--- config.mk ---
export PLATFORM = sky130hd
export DESIGN_NAME = multiturn_angle_velocity_tracker
export DESIGN_NICKNAME = d
export VERILOG_FILES = /design/src/sv/mavt_pkg.sv /design/src/sv/mavt_turn.sv /design/src/sv/mavt_elec.sv /design/src/sv/mavt_vel.sv /design/src/sv/multiturn_angle_velocity_tracker.sv
export SDC_FILE = /design/constraint.sdc
export NUM_CORES = 1
export LEC_CHECK = 0
export BUFFER_PORTS_ARGS = -buffer_cell sky130_fd_sc_hd__buf_2
export CAP_MARGIN = 0
export CORE_ASPECT_RATIO = 0.5
export CORE_UTILIZATION = 53
export CTS_CLUSTER_SIZE = 20
export DETAILED_ROUTE_END_ITERATION = 10
export MAX_ROUTING_LAYER = met4
export PLACE_DENSITY = 0.71
export SYNTH_ARGS = -nofsm -noshare
export SYNTH_HDL_FRONTEND = slang
export SYNTH_SLANG_ARGS = --single-unit
--- constraint.sdc ---
create_clock -name i_clk -period 8.25 [get_ports i_clk]
set_input_delay 1.65 -clock i_clk [delete_from_list [all_inputs] [get_ports i_clk]]
set_output_delay 1.65 -clock i_clk [all_outputs]
set_load 0.05 [all_outputs]
--- src/sv/mavt_pkg.sv ---
// ----------------------------------------------------------------------------
// mavt_pkg
// Shared types and constants of the multi-turn angle and velocity tracker:
// configuration register map, register layout and reset values.
// ----------------------------------------------------------------------------
package mavt_pkg;

    localparam int CFG_IDX_BITS  = 2;
    localparam int CFG_DATA_BITS = 17;
    localparam int POLES_BITS    = 7;
    localparam int OFFSET_BITS   = 14;
    localparam int RATE_BITS     = 17;
    localparam int VEL_BITS      = 32;

    typedef enum logic [CFG_IDX_BITS-1:0] {
        CFG_DIR    = 2'd0,
        CFG_POLES  = 2'd1,
        CFG_OFFSET = 2'd2,
        CFG_RATE   = 2'd3
    } t_cfg_idx;

    typedef struct packed {
        logic                   direction_reversed;
        logic [POLES_BITS-1:0]  pole_pairs;
        logic [OFFSET_BITS-1:0] zero_electric_offset;
        logic [RATE_BITS-1:0]   sample_rate_hz;
    } t_cfg;

    localparam t_cfg CFG_RESET = '{
        direction_reversed:   1'b0,
        pole_pairs:           7'd7,
        zero_electric_offset: 14'd0,
        sample_rate_hz:       17'd20000
    };

endpackage

--- src/sv/mavt_turn.sv ---
// ----------------------------------------------------------------------------
// mavt_turn
// Turn counting state: keeps the previous angle and the wrapping turn count,
// and gives the multi-turn position and the position change of each item.
// ----------------------------------------------------------------------------
module mavt_turn #(
    parameter int ANGLE_BITS = 14,
    parameter int TURN_BITS  = 24
) (
    input  logic                            i_clk,
    input  logic                            i_rst_n,
    input  logic                            i_en,
    input  logic [ANGLE_BITS-1:0]           i_angle,
    output logic [TURN_BITS+ANGLE_BITS-1:0] o_position,
    output logic signed [ANGLE_BITS+1:0]    o_dpos
);

    // a jump counts a turn when |delta| * 5 > 4 * one turn
    localparam logic [ANGLE_BITS+2:0] JUMP_THR = {3'b100, {ANGLE_BITS{1'b0}}};
    localparam logic signed [ANGLE_BITS+1:0] TURN_DEC = {2'b11, {ANGLE_BITS{1'b0}}};
    localparam logic signed [ANGLE_BITS+1:0] TURN_INC = {2'b01, {ANGLE_BITS{1'b0}}};

    logic                          r_primed;
    logic [ANGLE_BITS-1:0]         r_prev;
    logic [TURN_BITS-1:0]          r_turn;
    logic [TURN_BITS-1:0]          n_turn;

    logic signed [ANGLE_BITS:0]    d;
    logic [ANGLE_BITS-1:0]         mag;
    logic [ANGLE_BITS+2:0]         mag5;
    logic                          jump;
    logic                          turn_dn;
    logic                          turn_up;
    logic signed [ANGLE_BITS+1:0]  d_ext;
    logic signed [ANGLE_BITS+1:0]  step;

    assign d    = $signed({1'b0, i_angle}) - $signed({1'b0, r_prev});
    assign mag  = d[ANGLE_BITS] ? ANGLE_BITS'(-d) : d[ANGLE_BITS-1:0];
    assign mag5 = {mag, 2'b00} + (ANGLE_BITS+3)'(mag);
    assign jump = r_primed && (mag5 > JUMP_THR);

    // a large positive jump means the angle wrapped backward
    assign turn_dn = jump && !d[ANGLE_BITS];
    assign turn_up = jump && d[ANGLE_BITS];

    always_comb begin
        if (turn_dn) begin
            n_turn = r_turn - TURN_BITS'(1);
            step   = TURN_DEC;
        end else if (turn_up) begin
            n_turn = r_turn + TURN_BITS'(1);
            step   = TURN_INC;
        end else begin
            n_turn = r_turn;
            step   = '0;
        end
    end

    assign d_ext      = (ANGLE_BITS+2)'(d);
    assign o_dpos     = r_primed ? d_ext + step : '0;
    assign o_position = {n_turn, i_angle};

    always_ff @(posedge i_clk) begin
        if (!i_rst_n) begin
            r_primed <= 1'b0;
            r_prev   <= '0;
            r_turn   <= '0;
        end else if (i_en) begin
            r_primed <= 1'b1;
            r_prev   <= i_angle;
            r_turn   <= n_turn;
        end
    end

endmodule

--- src/sv/mavt_elec.sv ---
// ----------------------------------------------------------------------------
// mavt_elec
// Electrical angle: pole pairs times mechanical angle, sign by direction,
// minus the zero offset, all modulo one turn.
// ----------------------------------------------------------------------------
module mavt_elec #(
    parameter int ANGLE_BITS = 14
) (
    input  mavt_pkg::t_cfg         i_cfg,
    input  logic [ANGLE_BITS-1:0]  i_angle,
    output logic [ANGLE_BITS-1:0]  o_elec
);

    import mavt_pkg::*;

    logic [ANGLE_BITS+POLES_BITS-1:0] prod;
    logic [ANGLE_BITS-1:0]            e_mech;
    logic [ANGLE_BITS-1:0]            e_dir;

    assign prod   = (ANGLE_BITS+POLES_BITS)'(i_cfg.pole_pairs)
                  * (ANGLE_BITS+POLES_BITS)'(i_angle);
    assign e_mech = prod[ANGLE_BITS-1:0];
    assign e_dir  = i_cfg.direction_reversed ? ANGLE_BITS'(0) - e_mech : e_mech;
    assign o_elec = e_dir - ANGLE_BITS'(i_cfg.zero_electric_offset);

endmodule

--- src/sv/mavt_vel.sv ---
// ----------------------------------------------------------------------------
// mavt_vel
// Velocity: position change times sample rate, saturated to signed 32 bits.
// ----------------------------------------------------------------------------
module mavt_vel #(
    parameter int ANGLE_BITS = 14
) (
    input  logic signed [ANGLE_BITS+1:0]      i_dpos,
    input  logic [mavt_pkg::RATE_BITS-1:0]    i_rate,
    output logic [mavt_pkg::VEL_BITS-1:0]     o_vel
);

    import mavt_pkg::*;

    localparam int PW = ANGLE_BITS + 2 + RATE_BITS + 1;
    localparam int EW = (PW > VEL_BITS) ? PW : VEL_BITS;
    localparam logic signed [EW-1:0] VMAX = EW'(32'sh7FFF_FFFF);
    localparam logic signed [EW-1:0] VMIN = EW'(signed'(32'h8000_0000));

    logic signed [PW-1:0] prod;
    logic signed [EW-1:0] prod_ext;

    assign prod     = i_dpos * $signed({1'b0, i_rate});
    assign prod_ext = EW'(prod);

    always_comb begin
        if (prod_ext > VMAX) begin
            o_vel = VMAX[VEL_BITS-1:0];
        end else if (prod_ext < VMIN) begin
            o_vel = VMIN[VEL_BITS-1:0];
        end else begin
            o_vel = prod_ext[VEL_BITS-1:0];
        end
    end

endmodule

--- src/sv/multiturn_angle_velocity_tracker.sv ---
// ----------------------------------------------------------------------------
// multiturn_angle_velocity_tracker
// Multi-turn position, velocity and electrical angle from one absolute
// single-turn angle sample per item.
//
//  channel  | direction | handshake                         | payload
//  ---------+-----------+-----------------------------------+---------------------
//  s_axis   | in        | i_s_axis_tvalid / o_s_axis_tready | angle_sample
//  m_axis   | out       | o_m_axis_tvalid / i_m_axis_tready | position, velocity,
//           |           |                                   | electrical_angle
//  cfg      | in        | i_cfg_valid / o_cfg_ready         | index, data
//
// One item per cycle sustained while i_m_axis_tready stays high; an accepted item
// passes the input register, the turn/electrical stage register and, after the
// velocity multiply and saturation, the output register that drives o_m_axis_tvalid.
// Each stage holds its item while the next is full, so input is taken while a
// result waits. Ready of each stage is combinational from the stage after it.
// Reset clears the valid flags and the turn state, and loads default config.
// ----------------------------------------------------------------------------
module multiturn_angle_velocity_tracker #(
    parameter int ANGLE_BITS = 14,
    parameter int TURN_BITS  = 24
) (
    input  logic                                 i_clk,
    input  logic                                 i_rst_n,
    // [ANGLE_BITS-1:0] angle_sample
    input  logic [((ANGLE_BITS+7)/8)*8-1:0]      i_s_axis_tdata,
    input  logic                                 i_s_axis_tvalid,
    output logic                                 o_s_axis_tready,
    // position, velocity (32), electrical_angle, from bit 0 up
    output logic [((2*ANGLE_BITS+TURN_BITS+39)/8)*8-1:0] o_m_axis_tdata,
    output logic                                 o_m_axis_tvalid,
    input  logic                                 i_m_axis_tready,
    input  logic                                 i_cfg_valid,
    input  logic [mavt_pkg::CFG_IDX_BITS-1:0]    i_cfg_index,
    input  logic [mavt_pkg::CFG_DATA_BITS-1:0]   i_cfg_data,
    output logic                                 o_cfg_ready
);

    import mavt_pkg::*;

    localparam int POS_W = TURN_BITS + ANGLE_BITS;
    localparam int OUT_W = ((2*ANGLE_BITS+TURN_BITS+39)/8)*8;

    t_cfg r_cfg;

    logic                          r_in_vld;
    logic [ANGLE_BITS-1:0]         r_in_angle;

    logic                          r_mid_vld;
    logic [POS_W-1:0]              r_mid_pos;
    logic signed [ANGLE_BITS+1:0]  r_mid_dpos;
    logic [ANGLE_BITS-1:0]         r_mid_elec;

    logic                          r_out_vld;
    logic [POS_W-1:0]              r_out_pos;
    logic [VEL_BITS-1:0]           r_out_vel;
    logic [ANGLE_BITS-1:0]         r_out_elec;

    logic                          out_rdy;
    logic                          mid_rdy;
    logic                          in_rdy;
    logic                          in_adv;

    logic [POS_W-1:0]              pos;
    logic signed [ANGLE_BITS+1:0]  dpos;
    logic [ANGLE_BITS-1:0]         elec;
    logic [VEL_BITS-1:0]           vel;

    assign out_rdy = !r_out_vld || i_m_axis_tready;
    assign mid_rdy = !r_mid_vld || out_rdy;
    assign in_rdy  = !r_in_vld || mid_rdy;
    assign in_adv  = r_in_vld && mid_rdy;

    assign o_s_axis_tready = in_rdy;
    assign o_cfg_ready     = 1'b1;

    // configuration registers
    always_ff @(posedge i_clk) begin
        if (!i_rst_n) begin
            r_cfg <= CFG_RESET;
        end else if (i_cfg_valid) begin
            unique case (i_cfg_index)
                CFG_DIR:    r_cfg.direction_reversed   <= i_cfg_data[0];
                CFG_POLES:  r_cfg.pole_pairs           <= i_cfg_data[POLES_BITS-1:0];
                CFG_OFFSET: r_cfg.zero_electric_offset <= i_cfg_data[OFFSET_BITS-1:0];
                CFG_RATE:   r_cfg.sample_rate_hz       <= i_cfg_data[RATE_BITS-1:0];
                default:    r_cfg                      <= r_cfg;
            endcase
        end
    end

    mavt_turn #(
        .ANGLE_BITS (ANGLE_BITS),
        .TURN_BITS  (TURN_BITS)
    ) u_turn (
        .i_clk      (i_clk),
        .i_rst_n    (i_rst_n),
        .i_en       (in_adv),
        .i_angle    (r_in_angle),
        .o_position (pos),
        .o_dpos     (dpos)
    );

    mavt_elec #(
        .ANGLE_BITS (ANGLE_BITS)
    ) u_elec (
        .i_cfg      (r_cfg),
        .i_angle    (r_in_angle),
        .o_elec     (elec)
    );

    mavt_vel #(
        .ANGLE_BITS (ANGLE_BITS)
    ) u_vel (
        .i_dpos     (r_mid_dpos),
        .i_rate     (r_cfg.sample_rate_hz),
        .o_vel      (vel)
    );

    // valid flags
    always_ff @(posedge i_clk) begin
        if (!i_rst_n) begin
            r_in_vld  <= 1'b0;
            r_mid_vld <= 1'b0;
            r_out_vld <= 1'b0;
        end else begin
            if (in_rdy) begin
                r_in_vld <= i_s_axis_tvalid;
            end
            if (mid_rdy) begin
                r_mid_vld <= r_in_vld;
            end
            if (out_rdy) begin
                r_out_vld <= r_mid_vld;
            end
        end
    end

    // payload
    always_ff @(posedge i_clk) begin
        if (in_rdy && i_s_axis_tvalid) begin
            r_in_angle <= i_s_axis_tdata[ANGLE_BITS-1:0];
        end
        if (in_adv) begin
            r_mid_pos  <= pos;
            r_mid_dpos <= dpos;
            r_mid_elec <= elec;
        end
        if (out_rdy && r_mid_vld) begin
            r_out_pos  <= r_mid_pos;
            r_out_vel  <= vel;
            r_out_elec <= r_mid_elec;
        end
    end

    assign o_m_axis_tvalid = r_out_vld;
    assign o_m_axis_tdata  = OUT_W'({r_out_elec, r_out_vel, r_out_pos});

`ifndef SYNTH
    a_in_load: assert property (@(posedge i_clk) disable iff (!i_rst_n)
        (i_s_axis_tvalid && o_s_axis_tready) |=> r_in_vld)
        else $error("accepted item missing from input register");

    a_in_hold: assert property (@(posedge i_clk) disable iff (!i_rst_n)
        (r_in_vld && !mid_rdy) |=> (r_in_vld && $stable(r_in_angle)))
        else $error("input register lost a stalled item");

    a_zero_vel: assert property (@(posedge i_clk) disable iff (!i_rst_n)
        (r_mid_vld && out_rdy && (r_mid_dpos == '0)) |=> (r_out_vel == '0))
        else $error("nonzero velocity for zero position change");
`endif

endmodule

## Word level (Yosys, flattened, before mapping)

Cells that the tools add are included.

| storage, ports and cells | value |
|---|---|
| logic and storage cells | 58 |
| register bits | 247 |
| bits of input ports | 40 |
| output and inout bits | 91 |

| operators by class | value |
|---|---|
| muxes and demuxes | 7 |
| add/subtract/negate cells | 8 |
| multiply operators | 2 |
| reductions and logical operators | 18 |
| order comparisons | 3 |
| equality and inequality tests | 3 |

Operators by type and width:

| kind | number |
|---|---|
| 2-to-1 mux 24 bit | 2 |
| > comparator 34 x 32 -> 1 bit, second input constant | 1 |
| < comparator 34 x 32 -> 1 bit, second input constant | 1 |
| multiplier 16 x 18 -> 34 bit | 1 |
| 2-to-1 mux 32 bit | 1 |
| 2-to-1 mux 14 bit | 2 |
| adder 24 x 1 -> 24 bit, second input constant | 1 |
| subtractor 24 x 1 -> 24 bit, second input constant | 1 |
| adder 16 x 14 -> 17 bit | 1 |
| > comparator 17 bit, second input constant | 1 |
| adder 16 bit | 1 |
| 2-to-1 mux 16 bit | 1 |
| 2-to-1 mux 15 bit | 1 |
| subtractor 14 x 14 -> 15 bit | 1 |
| multiplier 7 x 14 -> 14 bit | 1 |
| negation 14 bit | 1 |
| subtractor 1 x 14 -> 14 bit, first input constant | 1 |
| subtractor 14 bit | 1 |
| AND reduction 2 bit | 4 |
| logical AND 1 bit | 6 |
| equality test 2 bit, second input constant | 2 |
| logical NOT 1 bit | 4 |
| logical OR 1 bit | 3 |
| equality test 2 x 1 -> 1 bit, second input constant | 1 |
| logical NOT 2 bit | 1 |

## Depth between registers and ports, before layout

| depth | value |
|---|---|
| depth after elaboration | 10 |
| gate-level depth with buffers | 35 |
| gate-level depth less buffers | 33 |

## Cells and area by module

From an unflattened synthesis, not the netlist that was laid out.

| second synthesis, totals | value |
|---|---|
| cell total of the unflattened synthesis | 2399 |
| area, all modules | 23651.4 µm² |

By module, submodules not included:

| module | area an instance (µm²) | sequential area each (µm²) | times used | cells each |
|---|---|---|---|---|
| mavt_vel | 9795.6 | 0.0 | 1 | 1138 |
| multiturn_angle_velocity_tracker | 6688.9 | 5825.6 | 1 | 344 |
| mavt_turn | 4295.4 | 780.7 | 1 | 557 |
| mavt_elec | 2871.5 | 0.0 | 1 | 360 |

## Least setup slack after synthesis

Ideal clock, no wire load.

| path | value |
|---|---|
| path type | reg2reg |
| start point | register r_in_angle[0] |
| end point | register u_turn.r_turn[17] |
| period minus slack after synthesis | 7175 ps |
| stages on the path, launching flop included | 35 |
| slack | 1075 ps |
| setup time | 76 ps |
| arrival | 7099 ps |
| required time | 8174 ps |
| buffers on the path | 2 |
| cells stage by stage | edfxtp_1 > clkbuf_1 > inv_1 > ha_1 > fa_1 > nor2b_1 > o211ai_1 > a22o_1 > a21oi_1 > a31oi_1 > o21ai_1 > clkbuf_1 > nor2_1 > xnor2_1 > ha_1 > inv_1 > fa_1 > nor2b_1 > o211a_1 > nor3_1 > o21ai_0 > nor3b_1 > o211ai_1 > a21boi_0 > o21ai_0 > a2111oi_2 > ha_1 > or3b_1 > or3_1 > nand2b_1 > nand2b_1 > nor3_1 > a31oi_1 > or3_1 > a21boi_0 |

| between the ends | value |
|---|---|
| longest elaborated chain between the ends | 9 |
| elaborated cells on any way between the ends | 11 |
| those cells by class | add/sub: 3; order compare: 1; mux: 3; reduce/logical: 4 |

Ends and longest elaborated chain:

| element | RTL line | source |
|---|---|---|
| start, declared | multiturn_angle_velocity_tracker.sv:48 | `logic [ANGLE_BITS-1:0] r_in_angle;` |
| start signal, assigned | multiturn_angle_velocity_tracker.sv:143 | `r_in_angle <= i_s_axis_tdata[ANGLE_BITS-1:0];` |
| subtractor 14 x 14 -> 15 bit * | mavt_turn.sv:37 | `assign d = $signed({1'b0, i_angle}) - $signed({1'b0, r_prev});` |
| negation 14 bit | mavt_turn.sv:38 | `assign mag = d[ANGLE_BITS] ? ANGLE_BITS'(-d) : d[ANGLE_BITS-1:0];` |
| 2-to-1 mux 14 bit | mavt_turn.sv:38 |  |
| adder 16 x 14 -> 17 bit | mavt_turn.sv:39 | `assign mag5 = {mag, 2'b00} + (ANGLE_BITS+3)'(mag);` |
| > comparator 17 bit | mavt_turn.sv:40 | `assign jump = r_primed && (mag5 > JUMP_THR);` |
| logical AND 1 bit | mavt_turn.sv:40 |  |
| logical AND 1 bit | mavt_turn.sv:44 | `assign turn_up = jump && d[ANGLE_BITS];` |
| 2-to-1 mux 24 bit | mavt_turn.sv:50 | `end else if (turn_up) begin` |
| 2-to-1 mux 24 bit * | mavt_turn.sv:47 | `if (turn_dn) begin` |
| end signal, assigned | mavt_turn.sv:71 | `r_turn <= n_turn;` |
| end, declared | mavt_turn.sv:25 | `logic [TURN_BITS-1:0] r_turn;` |

Mark *: on every way between the ends. The rest lies on a longest branch, timed or not.
A chain may end at the register's enable or synchronous reset.

## Final worst setup path

| path | value |
|---|---|
| start point | register r_in_angle[0] |
| end point | register u_turn.r_turn[13] |

The elaborated chain is that of the path after synthesis.

==> results.tsv <==
stage	metric	value	unit
synth	synth_compound_area_share	9.67	%
placed_design	place_hpwl	37800	um
synth	synth-warning-count	0	
timing	finalSetupTns	0	ns
global_routing	use_met2	38.3	%
timing	hold_viol_final	0	
setup_path	slowest_delay	0.43	ns
finish	seq_area	6580	sq um
power	p_leak	11.1	nW
finish	multiInputGateArea	14600	sq um
floorplanning	die_x	296	um
drt	dr.pass1.iters	7	
power	p_comb_share	59.5	%
timing	setup_viol	0	
global_routing	antenna_found_initial	4	
timing	grt_setup_unrepaired	false	
worst_hold_path	min_path_type	flip-flop to flip-flop	
drt	via_per_inst	5.32	
cts	cts_tree	built	
placed_design	gp_congestion	0.905	
global_routing	use_met3	4.37	%
cts	cts_setup_buffers	0	
finish	drive_gt1_share	9.00	%
placed_design	port_buffers	123	
finish	syn_to_final_growth	8.69	%
setup_path	required	8.73	ns
synth	synthesis.area	22900	sq um
cts	cts_htree_levels	1	
timing	fin_crit_sh	91.1	%
cts	cts_root_buffer	clkbuf_16	
global_routing	overflow	0	
drt	routed-via-count	16330	
drt	drt-initial-drc-count	1128	
timing	final-max-slew-violation-count	0	
global_routing	grt.total_usage	24.6	%
setup_path	worst-path-max-fanout	8	
finish	nFillCells	3735	
power	p_seq_share	23.6	%
run	cap_violations	0	
cts	clock_latency	0.57	ns
setup_path	arrival	8.00	ns
setup_path	critPathSlowestCell	fa_1	
cts	clkTransAtPathRegs	0.07	ns
finish	final_cell_mix	nand2_1, inv_1, fa_1	
cts	ctsHoldBuffers	0	
floorplanning	die_y	149	um
synth	synth_xor_area_share	4.74	%
power	ir_drop	0.000182	V
synth	ys.flop_type	edfxtp_1	
timing	hold_ws	0.412	ns
power	power.switching	2.94	mW
power	sw_frac_of_total	43.7	%
power	p_int	3.78	mW
global_routing	grt_pass1_vias	16123	
run_status	status	finished clean	
synth	yosys.area_share.simple	16.3	%
synth	synth_seq_area_share	28.7	%
synth	syn_inst	2387	
timing	max_freq	133	MHz
finish	fin_nets	2951	
drt	postRouteAntennaNets	0	
synth	synth_top_family_by_area	adder cells	
floorplanning	row_count	53	
global_routing	grt_pass1_wl	83800	um
synth	ys_types	79	
cts	cts.sinks	246	
setup_path	cpMostUsedCell	ha_1	
floorplanning	dieArea	44100	sq um
floorplanning	io_pins	131	
finish	final_common_cell	nand2_1	
power	power_density	270	nW/um^2
synth	async_reset_ff_share	0	%
setup_path	worstSetupPathType	flip-flop to flip-flop	
floorplanning	core_area	42300	sq um
drt	route.detailed.drc	0	
global_routing	grtUsageMet1	33.9	%
synth	syn_avg_cell_area	9.59	sq um
floorplanning	initial_core_util	54.1	%
power	power	6.72	mW
synth	ys_seq_elements	246	
drt	wirelength	51000	um
cts	cts_resized	0	
synth	synth_edf_count	165	
timing	tightest_slew	1.13	ns
setup_path	end_kind	flip-flop	
timing	maxSlewHeadroom	24.4	%
timing	finClkSkew	0.0205	ns
timing	period_needed	7.51	ns
synth	synthMuxAreaShare	0.393	%
cts	cts_buffers	25	
global_routing	grt_max_degree	82	
setup_path	crit_path_start_kind	flip-flop	
drt	wl_per_cell	16.6	um
synth	synth_fa_ha_area_share	32.5	%
cts	clockBufferDepth	3	
global_routing	top_usage_layer	met2	
power	power_frac_clock	16.9	%
per-layer routing:
metal  wire length (um)  share of wire [%]
met1              24000                 47
met2              23100                 45
met3               2910                5.7
met4                955                1.9
met5                  0                  0
flip-flops by register name, summed over array words and instances, names as in the netlist:
| signal | count |
|---|---|
| r_mid_vld | 1 |
| o_m_axis_tvalid | 1 |
| u_turn.r_primed | 1 |
| r_in_angle | 14 |
| u_turn.r_turn | 24 |
| r_out_pos | 38 |
| u_turn.r_prev | 14 |
| r_out_elec | 14 |
| r_mid_pos | 38 |
| r_cfg | 39 |
| r_in_vld | 1 |
| r_out_vel | 32 |
| r_mid_elec | 14 |
| r_mid_dpos | 15 |
worst max-delay path: cells and delay by family, from the launching register on:
| kind | cells | cell delay (ns) |
|---|---|---|
| compound gates | 13 | 2.52 |
| xor+xnor | 1 | 0.20 |
| fa+ha+maj | 5 | 1.60 |
| buf+inv | 4 | 0.43 |
| flops | 1 | 0.34 |
| simple gates | 10 | 2.31 |
layout make-up:
type / instances / area share, %
Sequential cell: 246 / 26.4
Timing Repair Buffer: 151 / 3.32
Tap cell: 577 / 2.90
Multi-Input combinational cell: 1684 / 58.6
Clock inverter: 15 / 0.488
Clock buffer: 31 / 2.77
Inverter: 361 / 5.46
Antenna cell: 4 / 0.0402
kinds of logic (layout without fill, tap and decap cells):
group,Yosys count,count (layout)
compound gates,321,321
xor+xnor,123,123
fa+ha+maj,442,442
buf+inv,460,558
flops,246,246
mux,9,9
other cells,2,9
simple gates,784,784
worst paths after layout:
path,start,endpoint,slack (ns),cells past startpoint
setup reg to reg,r_in_angle[0],u_turn.r_turn[13],0.74,33
hold / removal,r_mid_pos[3],r_out_pos[3],0.41,0
setup / recovery,r_in_angle[0],u_turn.r_turn[13],0.74,33
hold reg to reg,r_mid_pos[3],r_out_pos[3],0.41,0
through the flow:
stage,setup slack (ns),utilization (%),std cells,area [sq um]
after floorplan,1.08,-,2390,22900
after global placement,0.752,56.9,3019,24100
after detailed placement,0.747,56.9,3019,24100
after CTS,0.661,58.8,3065,24900
final,0.736,58.8,3069,24900
after global routing,0.0269,58.8,3069,24900
power by group through the flow:
stage | Clock (mW) | Combinational [mW] | Sequential [mW]
after floorplan | 0 | 3.12 | 1.66
after global placement | 0 | 3.92 | 1.61
after detailed placement | 0 | 3.97 | 1.61
after CTS | 1.16 | 4.01 | 1.58
after global routing | 1.21 | 4.52 | 1.59
final | 1.14 | 4.00 | 1.58
synthesized netlist by cell type (24+ instances only):
| cell | instances | share of area (%) |
|---|---|---|
| nand2_1 | 360 | 5.9 |
| o21ai_0 | 71 | 1.6 |
| ha_1 | 189 | 10 |
| a21boi_0 | 61 | 2.0 |
| nor2_1 | 91 | 1.5 |
| inv_1 | 360 | 5.9 |
| and2_1 | 160 | 4.4 |
| edfxtp_1 | 165 | 22 |
| clkbuf_1 | 85 | 1.4 |
| fa_1 | 253 | 22 |
| nor3_1 | 32 | 0.70 |
| nand3_1 | 32 | 0.70 |
| a21oi_1 | 61 | 1.3 |
| xor2_1 | 38 | 1.5 |
| or3_1 | 24 | 0.66 |
| xnor2_1 | 84 | 3.2 |
| dfxtp_1 | 81 | 7.1 |
No activity file was read; power rests on OpenSTA's default activity.
